### src/sv/sha1md_pkg.sv
// shared types and constants for the sha-1 message digest unit
package sha1md_pkg;

    typedef enum logic [2:0] {
        ST_IDLE,
        ST_PAD80,
        ST_PADZ,
        ST_PADLEN,
        ST_CLOAD,
        ST_CROUND,
        ST_CADD,
        ST_OUT
    } state_t;

    typedef enum logic [1:0] {
        BSEL_DATA,
        BSEL_PAD,
        BSEL_ZERO,
        BSEL_LEN
    } bsel_t;

    typedef struct packed {
        logic       shift_en;
        bsel_t      bsel;
        logic       count_en;
        logic       load_vars;
        logic       round_en;
        logic       chain_add;
        logic       msg_reset;
        logic [2:0] word_idx;
    } dp_cmd_t;

    typedef struct packed {
        logic fill_last;
        logic fill_at56;
        logic round_last;
    } dp_stat_t;

    localparam logic [1:0] FUNC_DATA = 2'd0;
    localparam logic [1:0] FUNC_LAST = 2'd1;
    localparam logic [1:0] FUNC_END  = 2'd2;

    localparam logic [31:0] H0 = 32'h67452301;
    localparam logic [31:0] H1 = 32'hefcdab89;
    localparam logic [31:0] H2 = 32'h98badcfe;
    localparam logic [31:0] H3 = 32'h10325476;
    localparam logic [31:0] H4 = 32'hc3d2e1f0;

    localparam logic [31:0] K0 = 32'h5a827999;
    localparam logic [31:0] K1 = 32'h6ed9eba1;
    localparam logic [31:0] K2 = 32'h8f1bbcdc;
    localparam logic [31:0] K3 = 32'hca62c1d6;

    localparam logic [7:0] PAD_BYTE = 8'h80;

    localparam logic [2:0] LAST_WORD_IDX = 3'd4;
    localparam logic [6:0] ROUND_LAST    = 7'd79;
    localparam logic [5:0] FILL_LAST     = 6'd63;
    localparam logic [5:0] FILL_LEN      = 6'd56;

endpackage

### src/sv/sha1_message_digest_unit.sv
// top level of the sha-1 message digest unit
//
// input channel: one beat carries func and data_byte. func 0 appends a byte,
// func 1 appends a byte and ends the message, func 2 ends the message with
// no byte (an empty message is allowed), func 3 is dropped with no effect.
// output channel: five beats per message end, digest_word most significant
// first, word_index 0..4, last_word set on the fifth beat.
// a data byte is taken whenever the unit is idle; the 64th byte of a block
// starts the compression (a load of the round variables, the rounds on the
// single round unit, then a chaining add), during which no byte is taken.
// a message end walks the padding one byte a cycle, except while a full block
// is compressed, with an idle turn before the length bytes; it runs one or two
// compressions, then presents the five digest beats.
// in_stall is high whenever the unit is padding, compressing or showing the
// digest; one item is worked on at a time.
// when the receiver stalls, the current digest beat holds unchanged until it
// is taken; the chaining words re-initialize after the fifth beat.
// reset (rst_n low, asynchronous) loads the initial hash values and clears
// the byte count, block fill and round counter; the unit is idle after it.
module sha1_message_digest_unit
    import sha1md_pkg::*;
(
    input  logic        clk,
    input  logic        rst_n,
    input  logic        in_valid,
    output logic        in_stall,
    input  logic [1:0]  func,
    input  logic [7:0]  data_byte,
    output logic        out_valid,
    input  logic        out_stall,
    output logic [31:0] digest_word,
    output logic [2:0]  word_index,
    output logic        last_word
);

    dp_cmd_t  cmd;
    dp_stat_t stat;

    // sequencing of intake, padding and rounds
    sha1md_ctrl u_ctrl (
        .clk       (clk),
        .rst_n     (rst_n),
        .in_valid  (in_valid),
        .in_stall  (in_stall),
        .func      (func),
        .out_valid (out_valid),
        .out_stall (out_stall),
        .stat      (stat),
        .cmd       (cmd)
    );

    // block window, round unit and chaining words
    sha1md_dp u_dp (
        .clk         (clk),
        .rst_n       (rst_n),
        .data_byte   (data_byte),
        .cmd         (cmd),
        .stat        (stat),
        .digest_word (digest_word)
    );

    // digest beat tags follow the controller word counter
    assign word_index = cmd.word_idx;
    assign last_word  = (cmd.word_idx == LAST_WORD_IDX);

endmodule

### src/sv/sha1md_ctrl.sv
// controller state machine: byte intake, padding, compression sequencing, digest beats
module sha1md_ctrl
    import sha1md_pkg::*;
(
    input  logic       clk,
    input  logic       rst_n,
    input  logic       in_valid,
    output logic       in_stall,
    input  logic [1:0] func,
    output logic       out_valid,
    input  logic       out_stall,
    input  dp_stat_t   stat,
    output dp_cmd_t    cmd
);

    state_t     state_reg, state_next;
    state_t     ret_reg, ret_next;
    logic [2:0] idx_reg, idx_next;

    always_ff @(posedge clk or negedge rst_n)
    begin
        if (!rst_n)
        begin
            state_reg <= ST_IDLE;
            ret_reg   <= ST_IDLE;
            idx_reg   <= '0;
        end
        else
        begin
            state_reg <= state_next;
            ret_reg   <= ret_next;
            idx_reg   <= idx_next;
        end
    end

    always_comb
    begin
        state_next   = state_reg;
        ret_next     = ret_reg;
        idx_next     = idx_reg;
        cmd          = '0;
        cmd.bsel     = BSEL_DATA;
        cmd.word_idx = idx_reg;
        in_stall     = 1'b1;
        out_valid    = 1'b0;
        case (state_reg)
            ST_IDLE:
            begin
                in_stall = 1'b0;
                if (in_valid)
                begin
                    case (func)
                        FUNC_DATA, FUNC_LAST:
                        begin
                            cmd.shift_en = 1'b1;
                            cmd.bsel     = BSEL_DATA;
                            cmd.count_en = 1'b1;
                            if (stat.fill_last)
                            begin
                                state_next = ST_CLOAD;
                                ret_next   = (func == FUNC_LAST) ? ST_PAD80 : ST_IDLE;
                            end
                            else if (func == FUNC_LAST)
                            begin
                                state_next = ST_PAD80;
                            end
                        end
                        FUNC_END:
                        begin
                            state_next = ST_PAD80;
                        end
                        default:
                        begin
                        end
                    endcase
                end
            end
            ST_PAD80:
            begin
                cmd.shift_en = 1'b1;
                cmd.bsel     = BSEL_PAD;
                if (stat.fill_last)
                begin
                    state_next = ST_CLOAD;
                    ret_next   = ST_PADZ;
                end
                else
                begin
                    state_next = ST_PADZ;
                end
            end
            ST_PADZ:
            begin
                if (stat.fill_at56)
                begin
                    state_next = ST_PADLEN;
                end
                else
                begin
                    cmd.shift_en = 1'b1;
                    cmd.bsel     = BSEL_ZERO;
                    if (stat.fill_last)
                    begin
                        state_next = ST_CLOAD;
                        ret_next   = ST_PADZ;
                    end
                end
            end
            ST_PADLEN:
            begin
                cmd.shift_en = 1'b1;
                cmd.bsel     = BSEL_LEN;
                if (stat.fill_last)
                begin
                    state_next = ST_CLOAD;
                    ret_next   = ST_OUT;
                end
            end
            ST_CLOAD:
            begin
                cmd.load_vars = 1'b1;
                state_next    = ST_CROUND;
            end
            ST_CROUND:
            begin
                cmd.round_en = 1'b1;
                if (stat.round_last)
                begin
                    state_next = ST_CADD;
                end
            end
            ST_CADD:
            begin
                cmd.chain_add = 1'b1;
                state_next    = ret_reg;
            end
            ST_OUT:
            begin
                out_valid = 1'b1;
                if (!out_stall)
                begin
                    if (idx_reg == LAST_WORD_IDX)
                    begin
                        cmd.msg_reset = 1'b1;
                        idx_next      = '0;
                        state_next    = ST_IDLE;
                    end
                    else
                    begin
                        idx_next = idx_reg + 3'd1;
                    end
                end
            end
            default:
            begin
                state_next = ST_IDLE;
            end
        endcase
    end

endmodule

### src/sv/sha1md_dp.sv
// datapath: block shift window, round variables, chaining words, byte and length counters
module sha1md_dp
    import sha1md_pkg::*;
(
    input  logic        clk,
    input  logic        rst_n,
    input  logic [7:0]  data_byte,
    input  dp_cmd_t     cmd,
    output dp_stat_t    stat,
    output logic [31:0] digest_word
);

    logic [511:0] win_reg, win_next;
    logic [31:0]  a_reg, b_reg, c_reg, d_reg, e_reg;
    logic [31:0]  a_next, b_next, c_next, d_next, e_next;
    logic [31:0]  h_reg [5];
    logic [31:0]  h_next [5];
    logic [5:0]   fill_reg, fill_next;
    logic [60:0]  len_reg, len_next;
    logic [6:0]   rnd_reg, rnd_next;

    logic [63:0]  bit_len;
    logic [5:0]   len_shift;
    logic [63:0]  len_shifted;
    logic [7:0]   byte_in;
    logic [31:0]  w0, w2, w8, w13, w_mix, w_new;
    logic [31:0]  f_val, k_val, t_val;

    // byte source for the shift window
    always_comb
    begin
        bit_len     = {len_reg, 3'b000};
        len_shift   = {~fill_reg[2:0], 3'b000};
        len_shifted = bit_len >> len_shift;
        case (cmd.bsel)
            BSEL_DATA: byte_in = data_byte;
            BSEL_PAD:  byte_in = PAD_BYTE;
            BSEL_ZERO: byte_in = 8'h00;
            BSEL_LEN:  byte_in = len_shifted[7:0];
            default:   byte_in = 8'h00;
        endcase
    end

    // message schedule taps, word 0 at the top of the window
    always_comb
    begin
        w0    = win_reg[511:480];
        w2    = win_reg[447:416];
        w8    = win_reg[255:224];
        w13   = win_reg[95:64];
        w_mix = w13 ^ w8 ^ w2 ^ w0;
        w_new = {w_mix[30:0], w_mix[31]};
    end

    always_comb
    begin
        case (rnd_reg) inside
            [7'd0:7'd19]:
            begin
                f_val = (b_reg & c_reg) | (~b_reg & d_reg);
                k_val = K0;
            end
            [7'd20:7'd39]:
            begin
                f_val = b_reg ^ c_reg ^ d_reg;
                k_val = K1;
            end
            [7'd40:7'd59]:
            begin
                f_val = (b_reg & c_reg) | (b_reg & d_reg) | (c_reg & d_reg);
                k_val = K2;
            end
            default:
            begin
                f_val = b_reg ^ c_reg ^ d_reg;
                k_val = K3;
            end
        endcase
        t_val = {a_reg[26:0], a_reg[31:27]} + f_val + e_reg + k_val + w0;
    end

    always_comb
    begin
        win_next = win_reg;
        if (cmd.shift_en)
        begin
            win_next = {win_reg[503:0], byte_in};
        end
        else if (cmd.round_en)
        begin
            win_next = {win_reg[479:0], w_new};
        end

        a_next   = a_reg;
        b_next   = b_reg;
        c_next   = c_reg;
        d_next   = d_reg;
        e_next   = e_reg;
        rnd_next = rnd_reg;
        if (cmd.load_vars)
        begin
            a_next   = h_reg[0];
            b_next   = h_reg[1];
            c_next   = h_reg[2];
            d_next   = h_reg[3];
            e_next   = h_reg[4];
            rnd_next = '0;
        end
        else if (cmd.round_en)
        begin
            a_next   = t_val;
            b_next   = a_reg;
            c_next   = {b_reg[1:0], b_reg[31:2]};
            d_next   = c_reg;
            e_next   = d_reg;
            rnd_next = rnd_reg + 7'd1;
        end

        h_next = h_reg;
        if (cmd.msg_reset)
        begin
            h_next[0] = H0;
            h_next[1] = H1;
            h_next[2] = H2;
            h_next[3] = H3;
            h_next[4] = H4;
        end
        else if (cmd.chain_add)
        begin
            h_next[0] = h_reg[0] + a_reg;
            h_next[1] = h_reg[1] + b_reg;
            h_next[2] = h_reg[2] + c_reg;
            h_next[3] = h_reg[3] + d_reg;
            h_next[4] = h_reg[4] + e_reg;
        end

        fill_next = fill_reg;
        if (cmd.msg_reset)
        begin
            fill_next = '0;
        end
        else if (cmd.shift_en)
        begin
            fill_next = fill_reg + 6'd1;
        end

        len_next = len_reg;
        if (cmd.msg_reset)
        begin
            len_next = '0;
        end
        else if (cmd.count_en)
        begin
            len_next = len_reg + 61'd1;
        end
    end

    always_ff @(posedge clk)
    begin
        win_reg <= win_next;
        a_reg   <= a_next;
        b_reg   <= b_next;
        c_reg   <= c_next;
        d_reg   <= d_next;
        e_reg   <= e_next;
    end

    always_ff @(posedge clk or negedge rst_n)
    begin
        if (!rst_n)
        begin
            h_reg[0] <= H0;
            h_reg[1] <= H1;
            h_reg[2] <= H2;
            h_reg[3] <= H3;
            h_reg[4] <= H4;
            fill_reg <= '0;
            len_reg  <= '0;
            rnd_reg  <= '0;
        end
        else
        begin
            h_reg    <= h_next;
            fill_reg <= fill_next;
            len_reg  <= len_next;
            rnd_reg  <= rnd_next;
        end
    end

    assign stat.fill_last  = (fill_reg == FILL_LAST);
    assign stat.fill_at56  = (fill_reg == FILL_LEN);
    assign stat.round_last = (rnd_reg == ROUND_LAST);
    assign digest_word     = h_reg[cmd.word_idx];

endmodule
### config.mk
export PLATFORM = sky130hd
export DESIGN_NAME = sha1_message_digest_unit
export DESIGN_NICKNAME = d
export VERILOG_FILES = /design/src/sv/sha1md_pkg.sv /design/src/sv/sha1_message_digest_unit.sv /design/src/sv/sha1md_ctrl.sv /design/src/sv/sha1md_dp.sv
export SDC_FILE = /design/constraint.sdc
export NUM_CORES = 2
export LEC_CHECK = 0
export BUFFER_PORTS_ARGS = -buffer_cell sky130_fd_sc_hd__buf_2
export CORE_UTILIZATION = 45
export DETAILED_ROUTE_END_ITERATION = 10
export SLEW_MARGIN = 5
export SYNTH_ARGS = -nofsm -noshare
export SYNTH_HDL_FRONTEND = slang
export SYNTH_HIERARCHICAL = 1
export SYNTH_SLANG_ARGS = --single-unit
### constraint.sdc
create_clock -name clk -period 28.6 [get_ports clk]
set_clock_uncertainty 0.05 [all_clocks]
set_input_delay 2.86 -clock clk [delete_from_list [all_inputs] [get_ports clk]]
set_output_delay 2.86 -clock clk [all_outputs]
set_load 0.05 [all_outputs]
# == After elaboration in Yosys (flattened, before gate mapping) ==
# Cells that the tools add are included.
# totals
regBits,915
latchBits,0
mem_bits_rw,0
mem_bits_ro,0
inputBits,14
output_inout_bits,38
mem_count,0
# op_classes
n_addsub,13
n_mul,0
n_div,0
n_lt_le_gt_ge,7
n_eq_ne,26
n_shift,1
n_mux,63
bitwise_logic,16
n_reduce_logical,16
# op_table
op,count
$mux W512,2
$mux W32,17
$mux W160,2
$add A32 B32 Y32,9
$xor A32 B32 Y32,5
$and A32 B32 Y32,4
$mux W61,2
$bmux W32 S3,1
$or A32 B32 Y32,3
$shr A64 B6 Y8,1
$add A61 B1 Y61 const B,1
$mux W3,17
$not A32 Y32,1
$pmux W8 S4,1
$mux W31,1
$pmux W3 S4,2
$pmux W3 S8,1
$ne A2 B2 Y1 const B,8
$eq A3 B3 Y1 const B,5
$le A7 B6 Y1 const B,2
$mux W7,2
$eq A6 B6 Y1 const B,2
$mux W6,2
$reduce_and A6 Y1,2
28 further kinds,49

# == Longest topological paths before layout ==
# logic_depth
ltp_word,12
mapped_depth,26
mapped_depth_nobuf,24

# == By module ==
# Netlist, hierarchy kept.
# modules_own_cells
mod,instances,cells_per_inst,area_per_inst_um2,seq_area_each_um2
sha1md_dp,1,4459,53269.8,26135.1
sha1md_ctrl,1,81,650.6,225.2
sha1_message_digest_unit,1,1,12.5,0.0

# == Worst setup path after synthesis ==
# OpenSTA, ideal clock, no wires.
# synth_timing
path_type,in2reg
startpoint,in func[1]
endpoint,reg u_dp.win_reg[0] (enable)
setup_ns,0.667
arrival_time_ns,10.347
path_slack_ns,17.537
stages,7
n_path_buf,3
cell_sequence,nor3b_1 nor3_1 nor2_1 clkbuf_1 clkbuf_1 clkbuf_1 or2_2
# synth_lines
item,line,rtl
"start, declared",sha1_message_digest_unit.sv:27,"input logic [1:0] func,"
"end signal, assigned",sha1md_dp.sv:160,win_reg <= win_next;
"end, declared",sha1md_dp.sv:13,"logic [511:0] win_reg, win_next;"

==> flow_summary.json <==
{
  "placementRows": 126,
  "multi_input_area_sq_um": 25900,
  "worstHoldPathCells": 1,
  "finalHoldViolCount": 0,
  "synth-seq-cells": 915,
  "async_flop_share_pct": 26.6,
  "gp_congestion": 0.960,
  "cp_max_fo": 176,
  "path_cells": "buf_2 -> nor3b_1 -> nor3_1 -> nor2_4 -> buf_12 -> or2_4 -> buf_4 -> buf_4 -> buf_4",
  "ys_types": 102,
  "area_delta_synth_final_pct": 9.61,
  "synth_edf_count": 672,
  "rsz0062_at_grt": "no",
  "mostFrequentLayoutCell": "edfxtp_1",
  "fp.dieH_microns": 348,
  "synth_cells": 4541,
  "vias": 35124,
  "min_from": "u_ctrl/ret_reg[0]",
  "max_freq_mhz": 133,
  "tightestPinTransition_ns": 1.16,
  "grt_pass1_wl_microns": 208000,
  "cts-root-buf": "clkbuf_16",
  "antenna_found_initial": 0,
  "port_buffers": 51,
  "worstReg2RegEnd": "u_dp/a_reg[31]",
  "crit_path_start_kind": "primary input",
  "ff_latch_area_sq_um": 26400,
  "layout_common_cells": "672 x edfxtp_1, 572 x mux2_2, 331 x nor2_1, 272 x nand2_1, 251 x a21oi_1",
  "period_share_pct": 26.4,
  "routed_wl_microns": 134000,
  "drtIter0Drc": 2956,
  "synth-main-ff-cell": "edfxtp_1",
  "die_x_microns": 348,
  "slowest_delay_ns": 0.90,
  "synthTopCellsByArea": "edfxtp_1 37%, mux2_2 12%, dfrtp_1 7.6%",
  "cts_resized": 0,
  "final_max_slew_viol_count": 0,
  "worst_ep_arrival_time_ns": 7.81,
  "hpwl_microns": 93400,
  "clk_pin_slew_ns": 0.06,
  "placeableCoreArea_sq_um": 118000,
  "hold_end": "u_ctrl/ret_reg[0]",
  "reg2reg_slack_ns": 21.49,
  "setup-violations-final": 0,
  "grt_pass1_vias": 35135,
  "critPathRequiredTime_ns": 28.86,
  "tns_ns": 0,
  "gr-total-overflow": 0,
  "cts_sinks": 915,
  "status": "finished clean",
  "fillers": 10520,
  "end_kind": "flip-flop",
  "insertion_delay_ns": 0.70,
  "htreeDepth": 3,
  "ys_seq_area_share_pct": 48.9,
  "synth_top_area_share_pct": 37.4,
  "post_cts_buffers": 0,
  "max-cap-violations": 0,
  "ff2ff_path_depth": 26,
  "synth_area_sq_um": 53900,
  "cts_tree": "yes",
  "viasPerCell": 5.65,
  "cts_max_path_buffers": 3,
  "ios": 52,
  "initial_core_util_pct": 45.6,
  "cp_slowest_cell": "buf_4",
  "cts_hold_buf": 0,
  "wl_per_cell_microns": 21.5,
  "min_period_ns": 7.54,
  "min_path_type": "reg -> reg",
  "drive_gt1_share_pct": 21.0,
  "yosys_warnings": 6,
  "syn_nets": 4880,
  "final_net_count": 4875,
  "cpMostUsedCell": "buf_4",
  "cts_buffers": 100,
  "largest_register_ffs": 512,
  "grtUsageTotal_pct": 22.0,
  "max_slew_margin_pct": 21.8,
  "postSynthAreaPerCell_sq_um": 11.9,
  "die_area_sq_um": 121000,
  "r2r-start": "u_dp/rnd_reg[0]",
  "path_class": "in -> reg",
  "grt_max_degree": 177,
  "drt_first_pass_iters": 5,
  "drc": 0,
  "synth_area_leader_cell": "edfxtp_1",
  "final_antenna_net_count": 0
}
## layout make-up
cell class	count	share of cell area, %
multi-input combinational	3196	43.9
sequential	915	44.6
antenna	1	0.00423
clock inverter	49	0.923
clock buffer	138	4.72
tap	1600	3.39
inverter	231	1.48
timing repair buffer	92	1.01
## cell families (layout without fill, tap and decap cells)
group           after synthesis  count (layout)  synth area share [%]
xor+xnor                    306             306                  4.97
buf+inv                     430             510                  3.12
flops                       915             915                  48.9
mux                         727             727                  15.1
other cells                   0               1                     0
simple gates                912             912                  7.72
fa+ha+maj                   325             325                  9.28
compound gates              926             926                  10.9
## worst max-delay path by stage
stage,startpoint,end,depth (start not counted)
final,in_valid,u_dp/win_reg[14],9
after global routing,in_valid,u_dp/win_reg[188],9
after CTS,in_valid,u_dp/win_reg[94],9
after detailed placement,in_valid,u_dp/win_reg[14],9
after global placement,in_valid,u_dp/win_reg[94],9
after floorplan,func[1],u_dp/win_reg[0],7
## worst max-delay path: cells and delay by family
| family | cells | cell delay [ns] |
|---|---|---|
| buffers and inverters | 5 | 3.27 |
| and+or+nand+nor | 4 | 1.45 |
## synthesized netlist by cell type, drive strengths merged, types with 125 or more instances
cell type / number
a21oi: 253
edfxtp: 672
clkbuf: 162
mux2i: 142
nor2: 338
xnor2: 189
mux2: 572
ha: 200
inv: 228
nand2: 275
fa: 125
dfrtp: 163
o21ai: 260
## per-stage QoR
step                      worst slack, ns  hold WS (ns)  instance area, sq um  util [%]  instances
after detailed placement            20.15         0.423                 55800      47.1       6034
after global routing                20.56         0.472                 59100      49.9       6221
after floorplan                     17.54         0.400                 53900         -       4541
after global placement              20.16         0.416                 55800      47.1       6034
after CTS                           20.91         0.436                 59100      49.9       6221
final                               21.06         0.434                 59100      49.9       6222
## per-layer routing
metal  up-vias  part of all wire [%]  global-route usage [%]  wire length, microns
li1      16572                     -                       -                     -
met1     17590                    47                    31.5                 62300
met2       759                    46                    34.9                 61300
met3       203                   4.5                    2.73                  6070
met4         0                   3.0                    6.85                  3940
met5         -                     0                       0                     0
Power is not shown: default switching activity piles up to over one toggle a cycle in this logic, so the estimate is an artifact.
